**config.mk**
```make
export PLATFORM = sky130hd
export DESIGN_NAME = mtf_cell
export DESIGN_NICKNAME = d
export VERILOG_FILES = /design/src/rtl/mtf_pkg.sv /design/src/rtl/mtf_cell.sv
export SDC_FILE = /design/constraint.sdc
export NUM_CORES = 1
export LEC_CHECK = 0
export BUFFER_PORTS_ARGS = -buffer_cell sky130_fd_sc_hd__buf_4
export CORE_UTILIZATION = 25
export CTS_CLUSTER_SIZE = 25
export DETAILED_ROUTE_END_ITERATION = 8
export PLACE_DENSITY = 0.58
export SLEW_MARGIN = 10
export SYNTH_ARGS = -nofsm -noshare
export SYNTH_HDL_FRONTEND = slang
export SYNTH_SLANG_ARGS = --single-unit
```
**constraint.sdc**
```tcl
create_clock -name clk -period 3.2 [get_ports clk]
set_clock_uncertainty 0.05 [all_clocks]
set_input_delay 0.64 -clock clk [delete_from_list [all_inputs] [get_ports clk]]
set_output_delay 0.64 -clock clk [all_outputs]
set_load 0.02 [all_outputs]
```
**src/rtl/mtf_pkg.sv**
```systemverilog
// shared types and constants for the move-to-front id list
// no dependencies
package mtf_pkg;

  localparam int ID_W = 30;

  typedef enum logic [1:0] {
    MODE_TOUCH = 2'd0,
    MODE_DUMP  = 2'd1,
    MODE_CLEAR = 2'd2
  } mtf_mode_t;

  // broadcast from the sequencer to every cell
  typedef struct packed {
    logic            touch;
    logic            clear;
    logic            rotate;
    logic [ID_W-1:0] id;
  } mtf_cell_ctl_t;

endpackage

```
**src/rtl/mtf_cell.sv**
```systemverilog
// one slot of the move-to-front chain
// depends on mtf_pkg
module mtf_cell
  import mtf_pkg::*;
(
  input  logic            clk,
  input  logic            rst_n,
  input  mtf_cell_ctl_t   ctl,
  input  logic [ID_W-1:0] up_id,
  input  logic            up_valid,
  input  logic [ID_W-1:0] dn_id,
  input  logic            dn_valid,
  input  logic [ID_W-1:0] top_id,
  input  logic            match_in,
  output logic            match_out,
  output logic [ID_W-1:0] id,
  output logic            valid
);

  logic [ID_W-1:0] id_r, id_nxt;
  logic            valid_r, valid_nxt;
  logic            match;

  assign match     = valid_r && (id_r == ctl.id);
  assign match_out = match_in | match;

  always_comb begin
    id_nxt    = id_r;
    valid_nxt = valid_r;
    if (ctl.clear) begin
      valid_nxt = 1'b0;
    end else if (ctl.touch) begin
      // shift down unless the id was found above this slot
      if (!match_in) begin
        id_nxt    = up_id;
        valid_nxt = up_valid;
      end
    end else if (ctl.rotate) begin
      // move up one; last valid slot wraps to the top entry
      if (valid_r) begin
        id_nxt = dn_valid ? dn_id : top_id;
      end
    end
  end

  always_ff @(posedge clk) begin
    if (!rst_n) begin
      valid_r <= 1'b0;
    end else begin
      valid_r <= valid_nxt;
    end
    id_r <= id_nxt;
  end

  assign id    = id_r;
  assign valid = valid_r;

endmodule

```
# Word level (Yosys, flattened, before mapping)
# Index checks and enable logic that the tools add are counted.
[totals] ff_bits=31 latch_bits=0 ramBits=0 romBits=0 out_inout_bits=32 mem_count=0
[classes] n_addsub=0 n_mul=0 n_div=0 n_lt_le_gt_ge=0 eq_ne=2 shifts=0 muxes=5 bitwise=4 n_reduce_logical=6
[op_table] op="$mux 30" n=5
[op_table] op="$eq 30x30->1" n=1
[op_table] op="$reduce_and 4->1" n=1
[op_table] op="$reduce_bool 2->1" n=2
[op_table] op="$not 1->1" n=3
[op_table] op="$ne 2x2->1 const B" n=1
[op_table] op="$reduce_and 2->1" n=1
[op_table] op="$reduce_or 2->1" n=1
[op_table] op="$logic_and 1x1->1" n=1
[op_table] op="$or 1x1->1" n=1

# Depth between registers and ports, before layout
[logic_depth] ltp_word=4 ltp_mapped=4

# Worst setup path after synthesis
# Ideal clock, no wire load.
[synth_timing] path_kind="in2reg" startpoint="in ctl[32] in the netlist's numbering" endpoint="reg id_r[0], in the netlist id[0] (enable)" t_arrival_ps=2459 path_slack_ps=264 cell_stages=3 n_path_buf=1 cell_sequence="buf_2 -> nand3b_1 -> a21oi_1"
[synth_between] elab_chain_len=2 word_cells_on_any_way=4
[synth_rtl] element="start, declared" line="mtf_cell.sv:8" rtl="input mtf_cell_ctl_t ctl,"
[synth_rtl] element="$ne 2x2->1 (no line) or $reduce_bool 2->1 (tied branches)"
[synth_rtl] element="$reduce_and 4->1 (no line) (*)"
[synth_rtl] element="end signal, assigned" line="mtf_cell.sv:52" rtl="id_r <= id_nxt;"
[synth_rtl] element="end, declared" line="mtf_cell.sv:20" rtl="logic [ID_W-1:0] id_r, id_nxt;"
# Every way passes the cells marked *; elsewhere a longest branch is shown, timed or not.
# A chain may end at the register's enable or synchronous reset.

# Worst setup path in the final report
[layout_timing] startpoint="in ctl[19] in the netlist's numbering" endpoint="out match_out"
[layout_between] elab_chain_len=3
[layout_rtl] element="$eq 30x30->1" line="mtf_cell.sv:24" rtl="assign match = valid_r && (id_r == ctl.id);"
[layout_rtl] element="$logic_and 1x1->1" line="mtf_cell.sv:24"
[layout_rtl] element="$or 1x1->1" line="mtf_cell.sv:25" rtl="assign match_out = match_in | match;"
[layout_rtl] element="end, declared" line="mtf_cell.sv:15" rtl="output logic match_out,"
# Every way passes these cells.

==> impl_metrics.env <==
export IMPL_hold_viol_final=0
export IMPL_io_pins=160
export IMPL_grt_max_degree=64
export IMPL_slew_headroom_pct=63.4
export IMPL_hpwl_um=4620
export IMPL_io_buffers=159
export IMPL_die_x_um=89.4
export IMPL_period_needed_ns=2.50
export IMPL_cap_violations=0
export IMPL_cts_max_level=2
export IMPL_synth_cell_types=16
export IMPL_layout_common_cells="buf_4 (159), nand2_1 (31), mux2i_1 (30), o21ai_0 (30), edfxtp_1 (30)"
export IMPL_r2r_cells=3
export IMPL_syn_to_final_growth_pct=73.5
export IMPL_crit_path_end_kind="primary output"
export IMPL_cts_made_buffers=5
export IMPL_period_share_pct=78.2
export IMPL_cp_arrival_ns=1.81
export IMPL_grt_overflow=0
export IMPL_route_detailed_drc=0
export IMPL_min_path_cells=2
export IMPL_start_kind="primary input"
export IMPL_gp_congestion=0.641
export IMPL_synth_nets=307
export IMPL_clk_path_buf_depth=2
export IMPL_drtIter0Drc=69
export IMPL_clk_latency_ns=0.28
export IMPL_status="finished, final reports clean"
export IMPL_power_w=0.00112
export IMPL_routed_via_density=4.33
export IMPL_clkSinkCount=31
export IMPL_layout_drive_gt1_share_pct=50.0
export IMPL_rsz0062_at_grt="no"
export IMPL_path_class="primary input to primary output"
export IMPL_diodes=0
export IMPL_grt_pass1_vias=1845
export IMPL_tightestPinTransition_ns=0.548
export IMPL_cts_hold_buffers_added=0
export IMPL_path_max_fanout=1
export IMPL_vdd_drop_max_mv=0.137
export IMPL_leakage_nw=1.50
export IMPL_synth_area_um2=1910
export IMPL_setup_viol=0
export IMPL_dr_pass1_iters=4
export IMPL_die_h_um=89.4
export IMPL_dieArea_um2=7990
export IMPL_synth_area_leaders="edfxtp_1 (47%), mux2i_1 (16%), xnor2_1 (8.7%)"
export IMPL_clkTransAtPathRegs_ns=0.07
export IMPL_cp_data_required_time_ns=2.51
export IMPL_max_freq_ghz=0.400
export IMPL_wirelength_um=5890
export IMPL_final_nets=463
export IMPL_grt_pass1_wl_um=8580
export IMPL_placed_cell_area_um2=3200
export IMPL_start_util_pct=26.0
export IMPL_track_usage_pct=14.8
export IMPL_synth_warnings=0
export IMPL_cts_tree="done"
export IMPL_finalSetupTns_ns=0
export IMPL_antenna_found_initial=0
export IMPL_fillerInstances=738
export IMPL_wl_per_cell_um=13.5
export IMPL_final_area_um2=3310
export IMPL_ys_seq_area_share_pct=48.3
export IMPL_powerDensity_nw_per_um2=339
export IMPL_coreArea_um2=7330
export IMPL_syn_inst=179
export IMPL_synth_area_leader_cell="edfxtp_1"
export IMPL_maxSlewViolCount=0
export IMPL_layout_commonest_cell="buf_4"
export IMPL_synth_avg_cell_area_um2=10.7
export IMPL_synth_top_area_share_pct=47.2
export IMPL_hp_class="flip-flop to flip-flop"
export IMPL_ctsRootBufferMaster="clkbuf_8"
export IMPL_post_cts_setup_buffer_count=0
export IMPL_synth_ff_latch_count=31
export IMPL_cts_resized=0
export IMPL_row_count=31
export IMPL_detailroute_via_count=1885
export IMPL_ant_nets=0
logic make-up (layout without fill, tap and decap cells):
logic type,Yosys count,after routing,share of synthesized area (%)
DFF,31,31,48.3
and+or+nand+nor,44,44,10.5
buffers and inverters,11,168,2.82
xor gates and xnor gates,30,30,13.8
muxes,30,30,15.7
AOI/OAI and AO/OA,33,33,8.92
path summary, 6_finish.rpt:
path | startpoint | end | slack [ns]
setup / recovery | ctl[19] | match_out | 0.70
setup reg to reg | valid$_SDFFE_PP0P_ | id[9]$_DFFE_PP_ | 1.90
hold reg to reg | valid$_SDFFE_PP0P_ | valid$_SDFFE_PP0P_ | 0.45
hold / removal | valid$_SDFFE_PP0P_ | valid$_SDFFE_PP0P_ | 0.45
where the power goes:
group          internal [W]  switching, W
clock network      0.000228      0.000153
logic              0.000163      0.000104
registers          0.000466    0.00000915
critical path, stage by stage:
cell     delay [ns]
buf_4          0.11
xnor2_1        0.16
nand4_1        0.12
nor4_1         0.40
a41o_1         0.24
buf_4          0.14
metrics by stage:
stage,hold WS [ns],setup slack [ns],cells,util (%)
after floorplan,0.501,0.264,179,-
after global placement,0.438,0.633,427,43.7
after detailed placement,0.445,0.668,427,43.7
after CTS,0.458,0.641,435,45.2
after global routing,0.511,0.590,435,45.2
final,0.454,0.699,435,45.2
Yosys cell counts (all sizes together):
master / count
a21oi: 2
a41o: 1
buf: 4
clkbuf: 7
dfxtp: 1
edfxtp: 30
mux2i: 30
nand2: 31
nand2b: 2
nand3b: 2
nand4: 5
nor4: 4
o21ai: 30
xnor2: 19
xor2: 11
registers in the layout, summed over array words and instances, names as in the netlist:
signal  flops
id         30
valid       1
final cells by class:
type / count / area, um^2 / area share [%]
clock inverters: 3 / 38.8 / 1.17
well taps: 99 / 124 / 3.74
flip-flops and latches: 31 / 921 / 27.8
clock buffers: 5 / 68.8 / 2.08
multi-input cells: 137 / 945 / 28.5
repair buffers: 160 / 1210 / 36.7
routing by layer:
layer	share of wire [%]	wire length, um	vias up	global-route usage, %
met2	53	3120	82	27.3
met4	0.42	25	0	3.90
met1	38	2250	844	16.4
li1	-	-	957	-
met5	0	0	-	0
met3	8.3	486	2	4.89
Note: power is estimated with default switching activity, not from simulation.
