### src/rtl/mtf_pkg.sv
// shared types and constants for the move-to-front id list
// no dependencies
package mtf_pkg;

  localparam int ID_W = 30;

  typedef enum logic [1:0] {
    MODE_TOUCH = 2'd0,
    MODE_DUMP  = 2'd1,
    MODE_CLEAR = 2'd2
  } mtf_mode_t;

  // broadcast from the sequencer to every cell
  typedef struct packed {
    logic            touch;
    logic            clear;
    logic            rotate;
    logic [ID_W-1:0] id;
  } mtf_cell_ctl_t;

endpackage

### src/rtl/mtf_seq.sv
// input decode, entry count, dump sequencer and output register
// depends on mtf_pkg
module mtf_seq
  import mtf_pkg::*;
#(
  parameter int LIST_DEPTH = 64
) (
  input  logic            clk,
  input  logic            rst_n,
  input  logic            in_valid,
  output logic            in_ready,
  input  logic [1:0]      in_mode,
  input  logic [ID_W-1:0] in_session_id,
  input  logic            hit,
  input  logic            full,
  input  logic [ID_W-1:0] top_id,
  output mtf_cell_ctl_t   ctl,
  output logic            out_valid,
  input  logic            out_ready,
  output logic [ID_W-1:0] out_entry_id,
  output logic            out_entry_valid,
  output logic            out_last_entry
);

  localparam int CNT_W = $clog2(LIST_DEPTH + 1);

  typedef enum logic {ST_IDLE, ST_DUMP} state_t;

  state_t          state_r, state_nxt;
  logic [CNT_W-1:0] count_r, count_nxt;
  logic [CNT_W-1:0] remain_r, remain_nxt;
  logic            out_valid_r, out_valid_nxt;
  logic [ID_W-1:0] out_id_r, out_id_nxt;
  logic            out_ev_r, out_ev_nxt;
  logic            out_last_r, out_last_nxt;
  logic            in_fire, out_free;

  assign in_ready = (state_r == ST_IDLE);
  assign in_fire  = in_valid && in_ready;
  assign out_free = !out_valid_r || out_ready;

  always_comb begin
    state_nxt     = state_r;
    count_nxt     = count_r;
    remain_nxt    = remain_r;
    out_valid_nxt = out_valid_r && !out_ready;
    out_id_nxt    = out_id_r;
    out_ev_nxt    = out_ev_r;
    out_last_nxt  = out_last_r;
    ctl.touch     = 1'b0;
    ctl.clear     = 1'b0;
    ctl.rotate    = 1'b0;
    ctl.id        = in_session_id;
    case (state_r)
      ST_IDLE: begin
        if (in_fire) begin
          case (in_mode)
            MODE_TOUCH: begin
              ctl.touch = 1'b1;
              if (!hit && !full) begin
                count_nxt = count_r + CNT_W'(1);
              end
            end
            MODE_DUMP: begin
              state_nxt  = ST_DUMP;
              remain_nxt = count_r;
            end
            MODE_CLEAR: begin
              ctl.clear = 1'b1;
              count_nxt = '0;
            end
            default: ;
          endcase
        end
      end
      ST_DUMP: begin
        if (out_free) begin
          out_valid_nxt = 1'b1;
          if (remain_r == '0) begin
            // empty list
            out_id_nxt   = '0;
            out_ev_nxt   = 1'b0;
            out_last_nxt = 1'b1;
            state_nxt    = ST_IDLE;
          end else begin
            out_id_nxt   = top_id;
            out_ev_nxt   = 1'b1;
            out_last_nxt = (remain_r == CNT_W'(1));
            ctl.rotate   = 1'b1;
            remain_nxt   = remain_r - CNT_W'(1);
            if (remain_r == CNT_W'(1)) begin
              state_nxt = ST_IDLE;
            end
          end
        end
      end
      default: state_nxt = ST_IDLE;
    endcase
  end

  always_ff @(posedge clk) begin
    if (!rst_n) begin
      state_r     <= ST_IDLE;
      count_r     <= '0;
      remain_r    <= '0;
      out_valid_r <= 1'b0;
    end else begin
      state_r     <= state_nxt;
      count_r     <= count_nxt;
      remain_r    <= remain_nxt;
      out_valid_r <= out_valid_nxt;
    end
    out_id_r   <= out_id_nxt;
    out_ev_r   <= out_ev_nxt;
    out_last_r <= out_last_nxt;
  end

  assign out_valid       = out_valid_r;
  assign out_entry_id    = out_id_r;
  assign out_entry_valid = out_ev_r;
  assign out_last_entry  = out_last_r;

endmodule

### config.mk
export PLATFORM = sky130hd
export DESIGN_NAME = mtf_seq
export DESIGN_NICKNAME = d
export VERILOG_FILES = /design/src/rtl/mtf_pkg.sv /design/src/rtl/mtf_seq.sv
export SDC_FILE = /design/constraint.sdc
export NUM_CORES = 1
export LEC_CHECK = 0
export BUFFER_PORTS_ARGS = -buffer_cell sky130_fd_sc_hd__buf_2
export CORE_ASPECT_RATIO = 1.5
export CORE_MARGIN = 1.5
export CORE_UTILIZATION = 44
export DETAILED_ROUTE_END_ITERATION = 16
export PLACE_DENSITY = 0.87
export SETUP_SLACK_MARGIN = 0.4
export SLEW_MARGIN = 0
export SYNTH_ARGS = -nofsm -noshare
export SYNTH_HDL_FRONTEND = slang
export SYNTH_SLANG_ARGS = --single-unit
### constraint.sdc
create_clock -name clk -period 2.25 [get_ports clk]
set_input_delay 0.45 -clock clk [delete_from_list [all_inputs] [get_ports clk]]
set_output_delay 0.45 -clock clk [all_outputs]
set_load 0.05 [all_outputs]
After elaboration in Yosys (flattened, before gate mapping)
Cells that the tools add are included.
Storage, ports and cells
  output and inout port bits: 67
  logic and storage cells: 54
  input bits: 68
  bits in registers: 48
Cells by class
  add/subtract/negate cells: 2
  equality and inequality tests: 8
  reduce and logical (&&, ||, !) cells: 14
  mux-type cells: 22
  bitwise gates (word level): 1
Operator list (count)
  7-bit two-way mux: 5
  7-bit case mux with 2 select lines: 2
  1-bit two-way mux: 12
  4-bit AND reduction: 2
  7-bit by 1-bit adder with 7-bit output (second input constant): 1
  7-bit by 1-bit equality test with 1-bit output (second input constant): 1
  7-bit logical NOT: 1
  7-bit by 1-bit subtractor with 7-bit output (second input constant): 1
  2-bit by 1-bit inequality test with 1-bit output (second input constant): 3
  1-bit logical NOT: 4
  2-bit two-way mux: 2
  2-bit inequality test (second input constant): 2
  1-bit logical AND: 3
  2-bit by 1-bit equality test with 1-bit output (second input constant): 1
  2-bit equality test (second input constant): 1
  2-bit logical NOT: 1
  1-bit case mux with 2 select lines: 1
  2-bit AND reduction: 1
  2-bit nonzero test: 1
  1-bit logical OR: 1
  1-bit inverter: 1

Longest topological paths before layout
Gate-level depths: netlist (run 1).
  depth in word-level cells: 5
  mapped depth: 7
  depth with buffers taken out: 7

Worst setup path after synthesis (run 1)
OpenSTA, ideal clock, no wires.
  path type: input to output
  start: input in_mode[1]
  end: output ctl[32] (netlist bit)
  stages on the path: 1
  arrival: 1547 ps
  data required time: 1800 ps
  path slack: 253 ps
  path buffers: 0
  cells stage by stage: nor3_1
Between the ends
  longest elaborated chain between the ends: 4
RTL lines
  start: declaration: RTL line mtf_seq.sv:12  | input logic [1:0] in_mode,
  2-bit logical NOT: RTL line mtf_seq.sv:57  | case (in_mode)
  1-bit two-way mux: RTL line mtf_seq.sv:57
  2-bit two-way mux: RTL line mtf_seq.sv:56  | if (in_fire) begin
  2-bit two-way mux: RTL line mtf_seq.sv:54  | case (state_r)
  end: declaration: RTL line mtf_seq.sv:17  | output mtf_cell_ctl_t ctl,
No other way between the ends.

==> results by group, run 1 <==
Floorplan
  – Die Height: about 93 µm
  – DIE AREA: 5840 µm²
  – CORE AREA: roughly 5200 µm²
  – Die W: 62.9 µm
  – # IOs: 135
  – Num rows: 32
  – Initial core utilization: between 40% and 50%

Clock network
  – CTS root buf: clkbuf_8
  – CTS Sinks: 48
  – H-tree level count: 2
  – Inserted Clock Buffers: 5
  – CTS max path bufs: 2
  – CTS tree: done
  – Clk Latency, worst-skew pair: roughly 0.30 ns
  – Clk pin slew, worst setup/hold paths: 0.10 ns
  – Cts hold-fix bufs: 0

Route
  – Final WL: roughly 4.5 mm
  – DR iter-0 viols: 72
  – DRC viols: 0
  – DR vias: between 1500 and 2000
  – Post-DR vias/cell: 5.01
  – DR WL/cell: 13.3 µm
  – DRT Pass-1 Iters: 4
  – Final ANT Viol Nets: 0

Place
  – GPL Wtd Cong: roughly 0.95
  – Worst slack, placed: 0.349 ns
  – Hpwl dp: 3.26 mm
  – Number of port buffers: 74
  – Area after DPL: 2590 µm²

Logic synthesis
  – Count leader, synth: and2_1
  – Synth area leaders: edfxtp_1 41%, dfxtp_1 14%, buf_4 9.5%
  – Top cells by count, synth: 33 x and2_1, 32 x edfxtp_1, 30 x buf_4, 16 x dfxtp_1, 14 x a21oi_1
  – Sequential cell area fraction in the yosys report: roughly 54%
  – Syn nets: 286
  – Yosys warns: 0
  – Synth async-reset ratio: 0%
  – Top FF cell, synth: edfxtp_1
  – Register bit total from synthesis: 48
  – Mean area per synthesized cell: roughly 11 µm²
  – Cell taking the most area after synthesis: edfxtp_1
  – Mapped Cells: 214
  – Post-synth cell types: 43
  – Mapped cell area: 2370 µm²
  – EDFF count, synth: 32
  – Synth top area share: 40.6%

Power
  – Internal: between 1 and 1.5 mW
  – Leak pwr: about 1.2 nW
  – Peak VDD IR: 370 µV
  – Sw Share: 23.3%
  – PwrDens: 630 nW/µm²
  – Comb pwr share: 9.7%
  – Clock share of power: between 30% and 40%
  – NetSw: 0.409 mW
  – Register share of total power: 54.3%

Timing
  – Setup Skew: 0.00824 ns
  – Worst setup margin: 0.176 ns
  – Setup TNS: 0 ns
  – Slew margin rel.: 57.4%
  – Final hold vios: 0
  – Max Fclk: roughly 480 MHz
  – Count of pins over their slew limit: 0
  – Part of the cycle the worst path needs: 92.2%
  – RSZ-0062 raised after global routing: true
  – Tightest Pin Transition: ~0.63 ns
  – Fin crit period: 2.07 ns
  – Final setup viols: 0

Run
  – Max_cap viols: 0

Layout
  – Layout Utilization: 54.0%
  – Post-route cell area: 2790 µm²
  – Storage element area: 1290 µm²
  – Nets: 342
  – FILL cells: 468
  – Synthesis-to-layout area growth: 17.8%
  – Proportion of layout cells with a drive suffix above 1: 42.1%
  – Area occupied by multi-input gates: between 800 and 900 µm²
  – Antenna cells: 0

Global routing
  – Gr ovfl total: 0
  – Gr usage total: 15.3%
  – Largest net degree at the start of global routing: 33
  – Initial antenna violation count: 0
  – Vias in the first global route: 1601
  – Global-route wire length before repair: just over 7 mm

Run status
  – Status: complete, no violations

Critical path
  – Worst EP required: 1.80 ns
  – Startpoint Class: register
  – Critical Path Fanout Max: 5
  – WS Path Type: register to output pin
  – Nature of the critical path endpoint: output pin
  – Critical Path AT: between 1.5 and 2 ns
  – R2r worst-path depth: 4

Min path
  – Hold/Removal Path Class: primary input to register
  – Worst hold stages: 2
area by class of cell:
| type | count | area share (%) |
|---|---|---|
| Clock buffer | 5 | 2.47 |
| Clock inverter | 3 | 1.66 |
| Inverter | 5 | 0.807 |
| Multi-Input combinational cell | 124 | 29.0 |
| Sequential cell | 48 | 46.3 |
| Tap cell | 68 | 3.05 |
| Timing Repair Buffer | 86 | 16.7 |
metrics by stage:
step | power (mW) | hold WS (ns) | std cells
6_report | 1.76 | 0.425 | 339
5_1_grt | 1.82 | 0.419 | 339
4_1_cts | 1.78 | 0.418 | 335
3_5_place_dp | 1.14 | 0.489 | 324
3_3_place_gp | 1.14 | 0.483 | 324
2_1_floorplan | 1.23 | 0.458 | 214
registers in the layout, summed over array words and instances (netlist names):
signal	count
out_entry_id	30
count_r	7
remain_r	7
out_last_entry	1
out_valid	1
out_entry_valid	1
state_r	1
cell families after synthesis:
| logic type | share of synthesized area (%) |
|---|---|
| and+or+nand+nor | 21.3 |
| DFF | 54.1 |
| buffers and inverters | 12.4 |
| AOI/OAI and AO/OA | 8.56 |
| xor gates and xnor gates | 1.48 |
| adders and majority gates | 2.11 |
power groups by stage:
stage	Clock, mW	Sequential [mW]	Combinational (mW)
2_1_floorplan	0	1.01	0.219
3_5_place_dp	0	0.976	0.164
3_3_place_gp	0	0.976	0.162
5_1_grt	0.681	0.956	0.184
4_1_cts	0.653	0.956	0.166
6_report	0.634	0.955	0.170
worst max-delay path, cell delays in order, from the launching register on:
cell and delay, ns:
dfxtp_2 0.35, or4_4 0.55, o211ai_4 0.20, inv_2 0.07, buf_6 0.15
layout by cell type, fill, tap and decap left out, types with 2 or more instances in the layout:
master	n
nand2_1	11
nor3_1	3
dfxtp_1	10
edfxtp_1	32
buf_2	73
dfxtp_2	5
buf_4	12
a21oi_1	14
ha_1	4
and2_1	32
o21ai_0	3
inv_1	2
xor2_1	4
nor4_1	2
o32ai_1	3
and3_1	2
nand4_1	3
nand2b_1	3
clkinvlp_4	2
nor2_1	12
clkbuf_8	5
nand3_1	4
timing repair:
item | CTS | global route
resized for setup | 8 | 5
endpoints found under the setup margin | 2 | 38
pin swaps | 2 | 0
setup buffers | 3 | 4
metal layers:
metal	GRT usage, %	part of all wire, %	wire (µm)	up-vias
met5	0	0	0	-
met2	27.5	50	2250	82
met4	6.30	2.7	123	0
li1	-	-	-	832
met1	15.7	38	1740	770
met3	5.95	9.2	416	14
final timing paths:
| check | startpoint | to | slack (ns) |
|---|---|---|---|
| min | top_id[9] | out_entry_id[9]$_SDFFCE_PN0P_ | 0.43 |
| max reg2reg | remain_r[3]$_SDFFE_PN0P_ | out_entry_id[7]$_SDFFCE_PN0P_ | 0.40 |
| min reg2reg | count_r[1]$_SDFFE_PN0P_ | count_r[1]$_SDFFE_PN0P_ | 0.50 |
| max | remain_r[3]$_SDFFE_PN0P_ | ctl[30] | 0.18 |
Note: power is estimated with default switching activity, not from simulation.
==> run 2: changes to the inputs <==
CORE_UTILIZATION = 45   (was 44)
CTS_BUF_LIST = sky130_fd_sc_hd__clkbuf_4 sky130_fd_sc_hd__clkbuf_8   (was unset)
PLACE_DENSITY = 0.89   (was 0.87)
==> results by group, run 2 (same netlist as run 1, synthesis figures left out) <==
Timing
  – Hold_ws: 0.438 ns (+0.0126 ns)
  – Tightest Pin Transition: 0.576 ns (-0.0561 ns)
  – RSZ-0062 raised after global routing: true
  – Fin crit period: 2.02 ns (-0.0526 ns)
  – Setup TNS: 0 ns (unchanged)
  – Worst setup margin: 0.229 ns (+0.0526 ns)
  – Max Fclk: 495 MHz (+2.6%)
  – Setup Skew: 0.0143 ns (+0.00605 ns)
  – Count of pins over their slew limit: 0 (unchanged)
  – Final setup viols: 0 (unchanged)
  – Slew margin rel.: 61.2% (+3.8 points)
  – Part of the cycle the worst path needs: 89.8% (-2.3 points)
  – Final hold vios: 0 (unchanged)

Floorplan
  – Initial core utilization: 46.2% (+0.36 points)
  – Die W: 62.2 µm (-1.1%)
  – DIE AREA: 5720 µm² (-2.1%)
  – Die Height: 91.9 µm (-1.1%)
  – # IOs: 135 (unchanged)
  – Num rows: 32 (unchanged)
  – CORE AREA: 5120 µm² (-0.78%)

Global routing
  – Global-route wire length before repair: 7.17 mm (unchanged)
  – Largest net degree at the start of global routing: 33 (unchanged)
  – Gr ovfl total: 0 (unchanged)
  – Initial antenna violation count: 0 (unchanged)
  – Gr usage total: 15.9% (+0.53 points)
  – Vias in the first global route: 1574 (-1.7%)

Power
  – Final Total Pwr: 1.61 mW (-8.2%)
  – Register share of total power: 59.2% (+4.9 points)
  – NetSw: 0.374 mW (-8.7%)
  – Internal: 1.24 mW (-8.1%)
  – Clock share of power: 30.4% (-5.7 points)
  – Leak pwr: 1.12 nW (-2.5%)
  – Peak VDD IR: 282 µV (-24%)
  – Sw Share: 23.2% (-0.12 points)
  – Comb pwr share: 10.4% (+0.7 points)
  – PwrDens: 592 nW/µm² (-6.1%)

Layout
  – Most frequent cells in the layout: 73 x buf_2, 32 x and2_1, 32 x edfxtp_1
  – Commonest non-fill, non-tap cell in the layout: buf_2
  – Post-route cell area: 2730 µm² (-2.3%)
  – Post-Layout Cell Count: 336 (-0.88%)
  – Synthesis-to-layout area growth: 15.1%
  – Nets: 339 (-0.88%)
  – Layout Utilization: 53.2% (-0.82 points)
  – FILL cells: 455 (-2.8%)
  – Number of flip-flops in the largest register: 30 (unchanged)
  – Antenna cells: 0 (unchanged)
  – Proportion of layout cells with a drive suffix above 1: 39.9% (-2.1 points)

Critical path
  – Nature of the critical path endpoint: output pin
  – Family with the most delay on the worst path: simple AND/OR/NAND/NOR gates
  – R2r worst-path depth: 4 (unchanged)
  – R2R setup slack: 0.43 ns (+0.03 ns)
  – Critical Path AT: 1.57 ns (-0.05 ns)
  – Critical-path top delay cell: or4_4
  – Worst path depth: 4 (unchanged)
  – Largest stage delay on the critical path: 0.55 ns (about the same)
  – WS Path Type: register to output pin
  – Critical Path Fanout Max: 2 (-3)
  – Buf/Inv on CP: 2 (unchanged)
  – CP cell instances: or4_4, o211ai_4, inv_2, buf_6
  – Startpoint Class: register
  – Worst EP required: 1.80 ns (about the same)

Clock network
  – Inserted Clock Buffers: 5 (unchanged)
  – CTS tree: done
  – Cts hold-fix bufs: 0 (unchanged)
  – CTS Sinks: 48 (unchanged)
  – H-tree level count: 2 (unchanged)
  – CTS max path bufs: 2 (unchanged)
  – Clk Latency, worst-skew pair: 0.29 ns (about the same)
  – CTS root buf: clkbuf_8
  – Clk pin slew, worst setup/hold paths: 0.08 ns (-0.02 ns)

Run status
  – Status: complete, no violations

Place
  – Hpwl dp: 3.37 mm (+3.6%)
  – Placed cells: 324 (unchanged)
  – GPL Wtd Cong: 0.829 (-13%)
  – Number of port buffers: 74 (unchanged)
  – Area after DPL: 2590 µm² (unchanged)
  – Worst slack, placed: 0.338 ns (-0.0110 ns)

Route
  – DR WL/cell: 13.4 µm (+0.16%)
  – Final WL: 4.49 mm (-0.73%)
  – Post-DR vias/cell: 5.17 (+3.2%)
  – DR vias: 1736 (+2.2%)
  – DR iter-0 viols: 108 (+50%)
  – Final ANT Viol Nets: 0 (unchanged)
  – DRC viols: 0 (unchanged)
  – DRT Pass-1 Iters: 6 (+2)

Min path
  – Worst hold stages: 2 (unchanged)
  – Hold/Removal Path Class: primary input to register

Run
  – Max_cap viols: 0 (unchanged)
## run 2: cell count changes in the layout (fill, tap and decap cells not counted), sizes merged
cell,change
buf,-3
bufinv,-1
clkbuf,+1
clkinv,+1
inv,-1
## run 2: per-layer routing
layer,share of wire (%),GRT usage (%),vias to the layer above
li1,-,-,822
met1,37,16.1,790
met2,52,29.1,95
met3,7.9,4.05,29
met4,3.9,9.26,0
met5,0,0,-
## run 2: path summary, 6_finish.rpt
| path | endpoint | from |
|---|---|---|
| setup / recovery | ctl[30] | remain_r[5]$_SDFFE_PN0P_ |
| hold reg to reg | count_r[6]$_SDFFE_PN0P_ | count_r[6]$_SDFFE_PN0P_ |
| setup reg to reg | out_entry_id[11]$_SDFFCE_PN0P_ | remain_r[5]$_SDFFE_PN0P_ |
| hold / removal | out_entry_id[9]$_SDFFCE_PN0P_ | top_id[9] |
## run 2: final cells by class
class	instances	area, µm²	area share [%]
flip-flops and latches	48	1290	47.2
multi-input cells	124	800	29.3
repair buffers	83	444	16.3
well taps	68	85.1	3.12
clock buffers	6	76.3	2.80
inverters	5	22.5	0.826
clock inverters	2	11.3	0.413
## run 2: worst register-to-register path, cell delays in order, from the launching register on
cell,delay (ns)
dfxtp_2,0.33
or4_4,0.55
buf_4,0.16
or2_4,0.34
and2_1,0.20
## run 2: repair_timing
action / CTS / global route
pin swaps: 2 / 0
buffers inserted: 4 / 0
gates cloned: 0 / 0
resized for setup: 8 / 1
endpoints found under the setup margin: 2 / 26
## run 2: power by group through the flow
stage	clock network (mW)	logic (mW)	registers [mW]
after floorplan	0	0.219	1.01
after global placement	0	0.163	0.976
after detailed placement	0	0.166	0.976
after CTS	0.509	0.169	0.956
after global routing	0.552	0.182	0.957
final	0.491	0.168	0.956
==> run 3: changes to the inputs <==
clock period = 2.1 ns   (was 2.25 ns; I/O delays follow)
==> results by group, run 3 (same netlist as run 1, synthesis figures left out) <==
Clock network
  – Clk pin slew, worst setup/hold paths: 0.09 ns (about the same)
  – H-tree level count: 2 (unchanged)
  – CTS max path bufs: 2 (unchanged)
  – Inserted Clock Buffers: 5 (unchanged)
  – CTS tree: done
  – CTS root buf: clkbuf_8
  – CTS Sinks: 48 (unchanged)
  – Cts hold-fix bufs: 0 (unchanged)
  – Clk Latency, worst-skew pair: 0.29 ns (about the same)

Global routing
  – Global-route wire length before repair: 7.20 mm (+0.47%)
  – Gr ovfl total: 0 (unchanged)
  – Initial antenna violation count: 0 (unchanged)
  – Largest net degree at the start of global routing: 33 (unchanged)
  – Gr usage total: 15.7% (-0.12 points)
  – Vias in the first global route: 1620 (+2.9%)

Timing
  – Setup TNS: 0 ns (unchanged)
  – Worst setup margin: 0.101 ns (-0.128 ns)
  – Tightest Pin Transition: 0.541 ns (-0.0345 ns)
  – RSZ-0062 raised after global routing: true
  – Final setup viols: 0 (unchanged)
  – Slew margin rel.: 63.5% (+2.3 points)
  – Fin crit period: around 2.0 ns
  – Final hold vios: 0 (unchanged)
  – Count of pins over their slew limit: 0 (unchanged)
  – Part of the cycle the worst path needs: a little over nine tenths
  – Max Fclk: 500 MHz
  – Setup Skew: 0.00742 ns (-0.00688 ns)

Critical path
  – FF-to-FF End: remain_r[6]$_SDFFE_PN0P_
  – R2r worst-path depth: 8 (+4)
  – WS Path Type: register to output pin
  – Critical Path Fanout Max: 2 (unchanged)
  – Worst r2r src: remain_r[5]$_SDFFE_PN0P_
  – Startpoint Class: register
  – Critical Path AT: 1.58 ns (about the same)
  – R2R setup slack: 0.23 ns (-0.20 ns)
  – Worst EP required: 1.68 ns (-0.12 ns)
  – Nature of the critical path endpoint: output pin

Route
  – Post-DR vias/cell: 5.07 (-1.9%)
  – DRT Pass-1 Iters: 4 (-2)
  – DRC viols: 0 (unchanged)
  – Final WL: 4.53 mm (+0.80%)
  – DR WL met2: 2.27 mm (-2.1%)
  – M1 WL: 1.80 mm (+9.3%)
  – DR iter-0 viols: 84 (-22%)
  – DR vias: 1734 (-0.12%)
  – Max Used Layer: met4
  – DR WL/cell: 13.2 µm (-0.97%)
  – Final ANT Viol Nets: 0 (unchanged)
  – WL met3: 345 µm (-2.3%)

Min path
  – Hold path startpoint: top_id[8]
  – Worst hold endpoint: out_entry_id[8]$_SDFFCE_PN0P_
  – Worst hold stages: 2 (unchanged)
  – Hold/Removal Path Class: primary input to register

Power
  – Leak pwr: 1.18 nW (+4.7%)
  – Sw Share: 22.7% (-0.49 points)
  – Clock share of power: 35.2% (+4.8 points)
  – Register share of total power: 54.9% (-4.3 points)
  – Comb pwr share: 10.0% (-0.4 points)
  – NetSw: 0.422 mW (+13%)
  – PwrDens: 655 nW/µm² (+11%)
  – Internal: 1.44 mW (+16%)
  – Peak VDD IR: 384 µV (+36%)

Layout
  – Nets: 345 (+1.8%)
  – Proportion of layout cells with a drive suffix above 1: 43.4% (+3.5 points)
  – FILL cells: 416 (-8.6%)
  – Layout Utilization: 55.4% (+2.2 points)
  – Number of flip-flops in the largest register: 30 (unchanged)
  – Antenna cells: 0 (unchanged)
  – Synthesis-to-layout area growth: 19.9%
  – Most frequent cells in the layout: 73 x buf_2, 32 x and2_1, 32 x edfxtp_1
  – Commonest non-fill, non-tap cell in the layout: buf_2

Place
  – Hpwl dp: 3.25 mm (-3.6%)
  – GPL Wtd Cong: 0.805 (-2.9%)
  – Number of port buffers: 74 (unchanged)
  – Worst slack, placed: 0.265 ns (-0.0726 ns)

Run status
  – Status: complete, no violations

Floorplan
  – DIE AREA: 5720 µm² (unchanged)
  – Die Height: 91.9 µm (unchanged)
  – Die W: 62.2 µm (unchanged)
  – # IOs: 135 (unchanged)
  – CORE AREA: 5120 µm² (unchanged)
  – Initial core utilization: 46.2% (unchanged)
  – Num rows: 32 (unchanged)

Run
  – Max_cap viols: 0 (unchanged)
## run 3: what timing repair did
item	4_1_cts	5_1_grt
pin swaps	2	1
resized for setup	12	8
gates cloned	0	0
buffers inserted	5	4
setup endpoints to repair	37	39
## run 3: power by group through the flow
stage                     combinational [mW]  sequential, mW  clock, mW
final                                  0.185            1.02      0.655
after global placement                 0.175            1.05          0
after CTS                              0.182            1.02      0.671
after detailed placement               0.178            1.05          0
after global routing                   0.202            1.02      0.703
after floorplan                        0.235            1.08          0
## run 3: metrics by stage
stage	cell area (µm²)	total power, mW	std cells	hold WS, ns
after floorplan	2380	1.32	214	0.458
after global placement	2600	1.22	325	0.475
after detailed placement	2600	1.22	325	0.493
after CTS	2780	1.88	338	0.391
after global routing	2840	1.93	342	0.392
final	2840	1.86	342	0.399
## run 3: worst max-delay path by stage
stage,startpoint,endpoint,slack [ns]
2_1_floorplan,remain_r[2]$_SDFFE_PN0P_,ctl[30],0.21
3_3_place_gp,remain_r[2]$_SDFFE_PN0P_,ctl[30],0.29
3_5_place_dp,remain_r[2]$_SDFFE_PN0P_,ctl[30],0.26
4_1_cts,remain_r[5]$_SDFFE_PN0P_,ctl[30],0.1
5_1_grt,remain_r[5]$_SDFFE_PN0P_,ctl[30],0.04
6_report,remain_r[5]$_SDFFE_PN0P_,ctl[30],0.10
## run 3: metal layers
layer  GRT usage (%)  vias to the layer above
met3            3.93                       15
met1            17.9                      792
li1                -                      832
met4            6.85                        0
met2            27.9                       95
met5               0                        -
## run 3: cell type report
cell class              count  area, µm²  share of cell area, %
inverters                   5       22.5                  0.793
clock inverters             3       42.5                   1.50
repair buffers             89        500                   17.6
flip-flops and latches     48       1290                   45.6
multi-input cells         124        827                   29.1
well taps                  68       85.1                   3.00
clock buffers               5       68.8                   2.42
## run 3: worst max-delay path: stages, from the launching register on
cell and delay (ns):
dfxtp_2 0.34, or4_4 0.55, o211ai_4 0.19, inv_2 0.06, buf_6 0.15
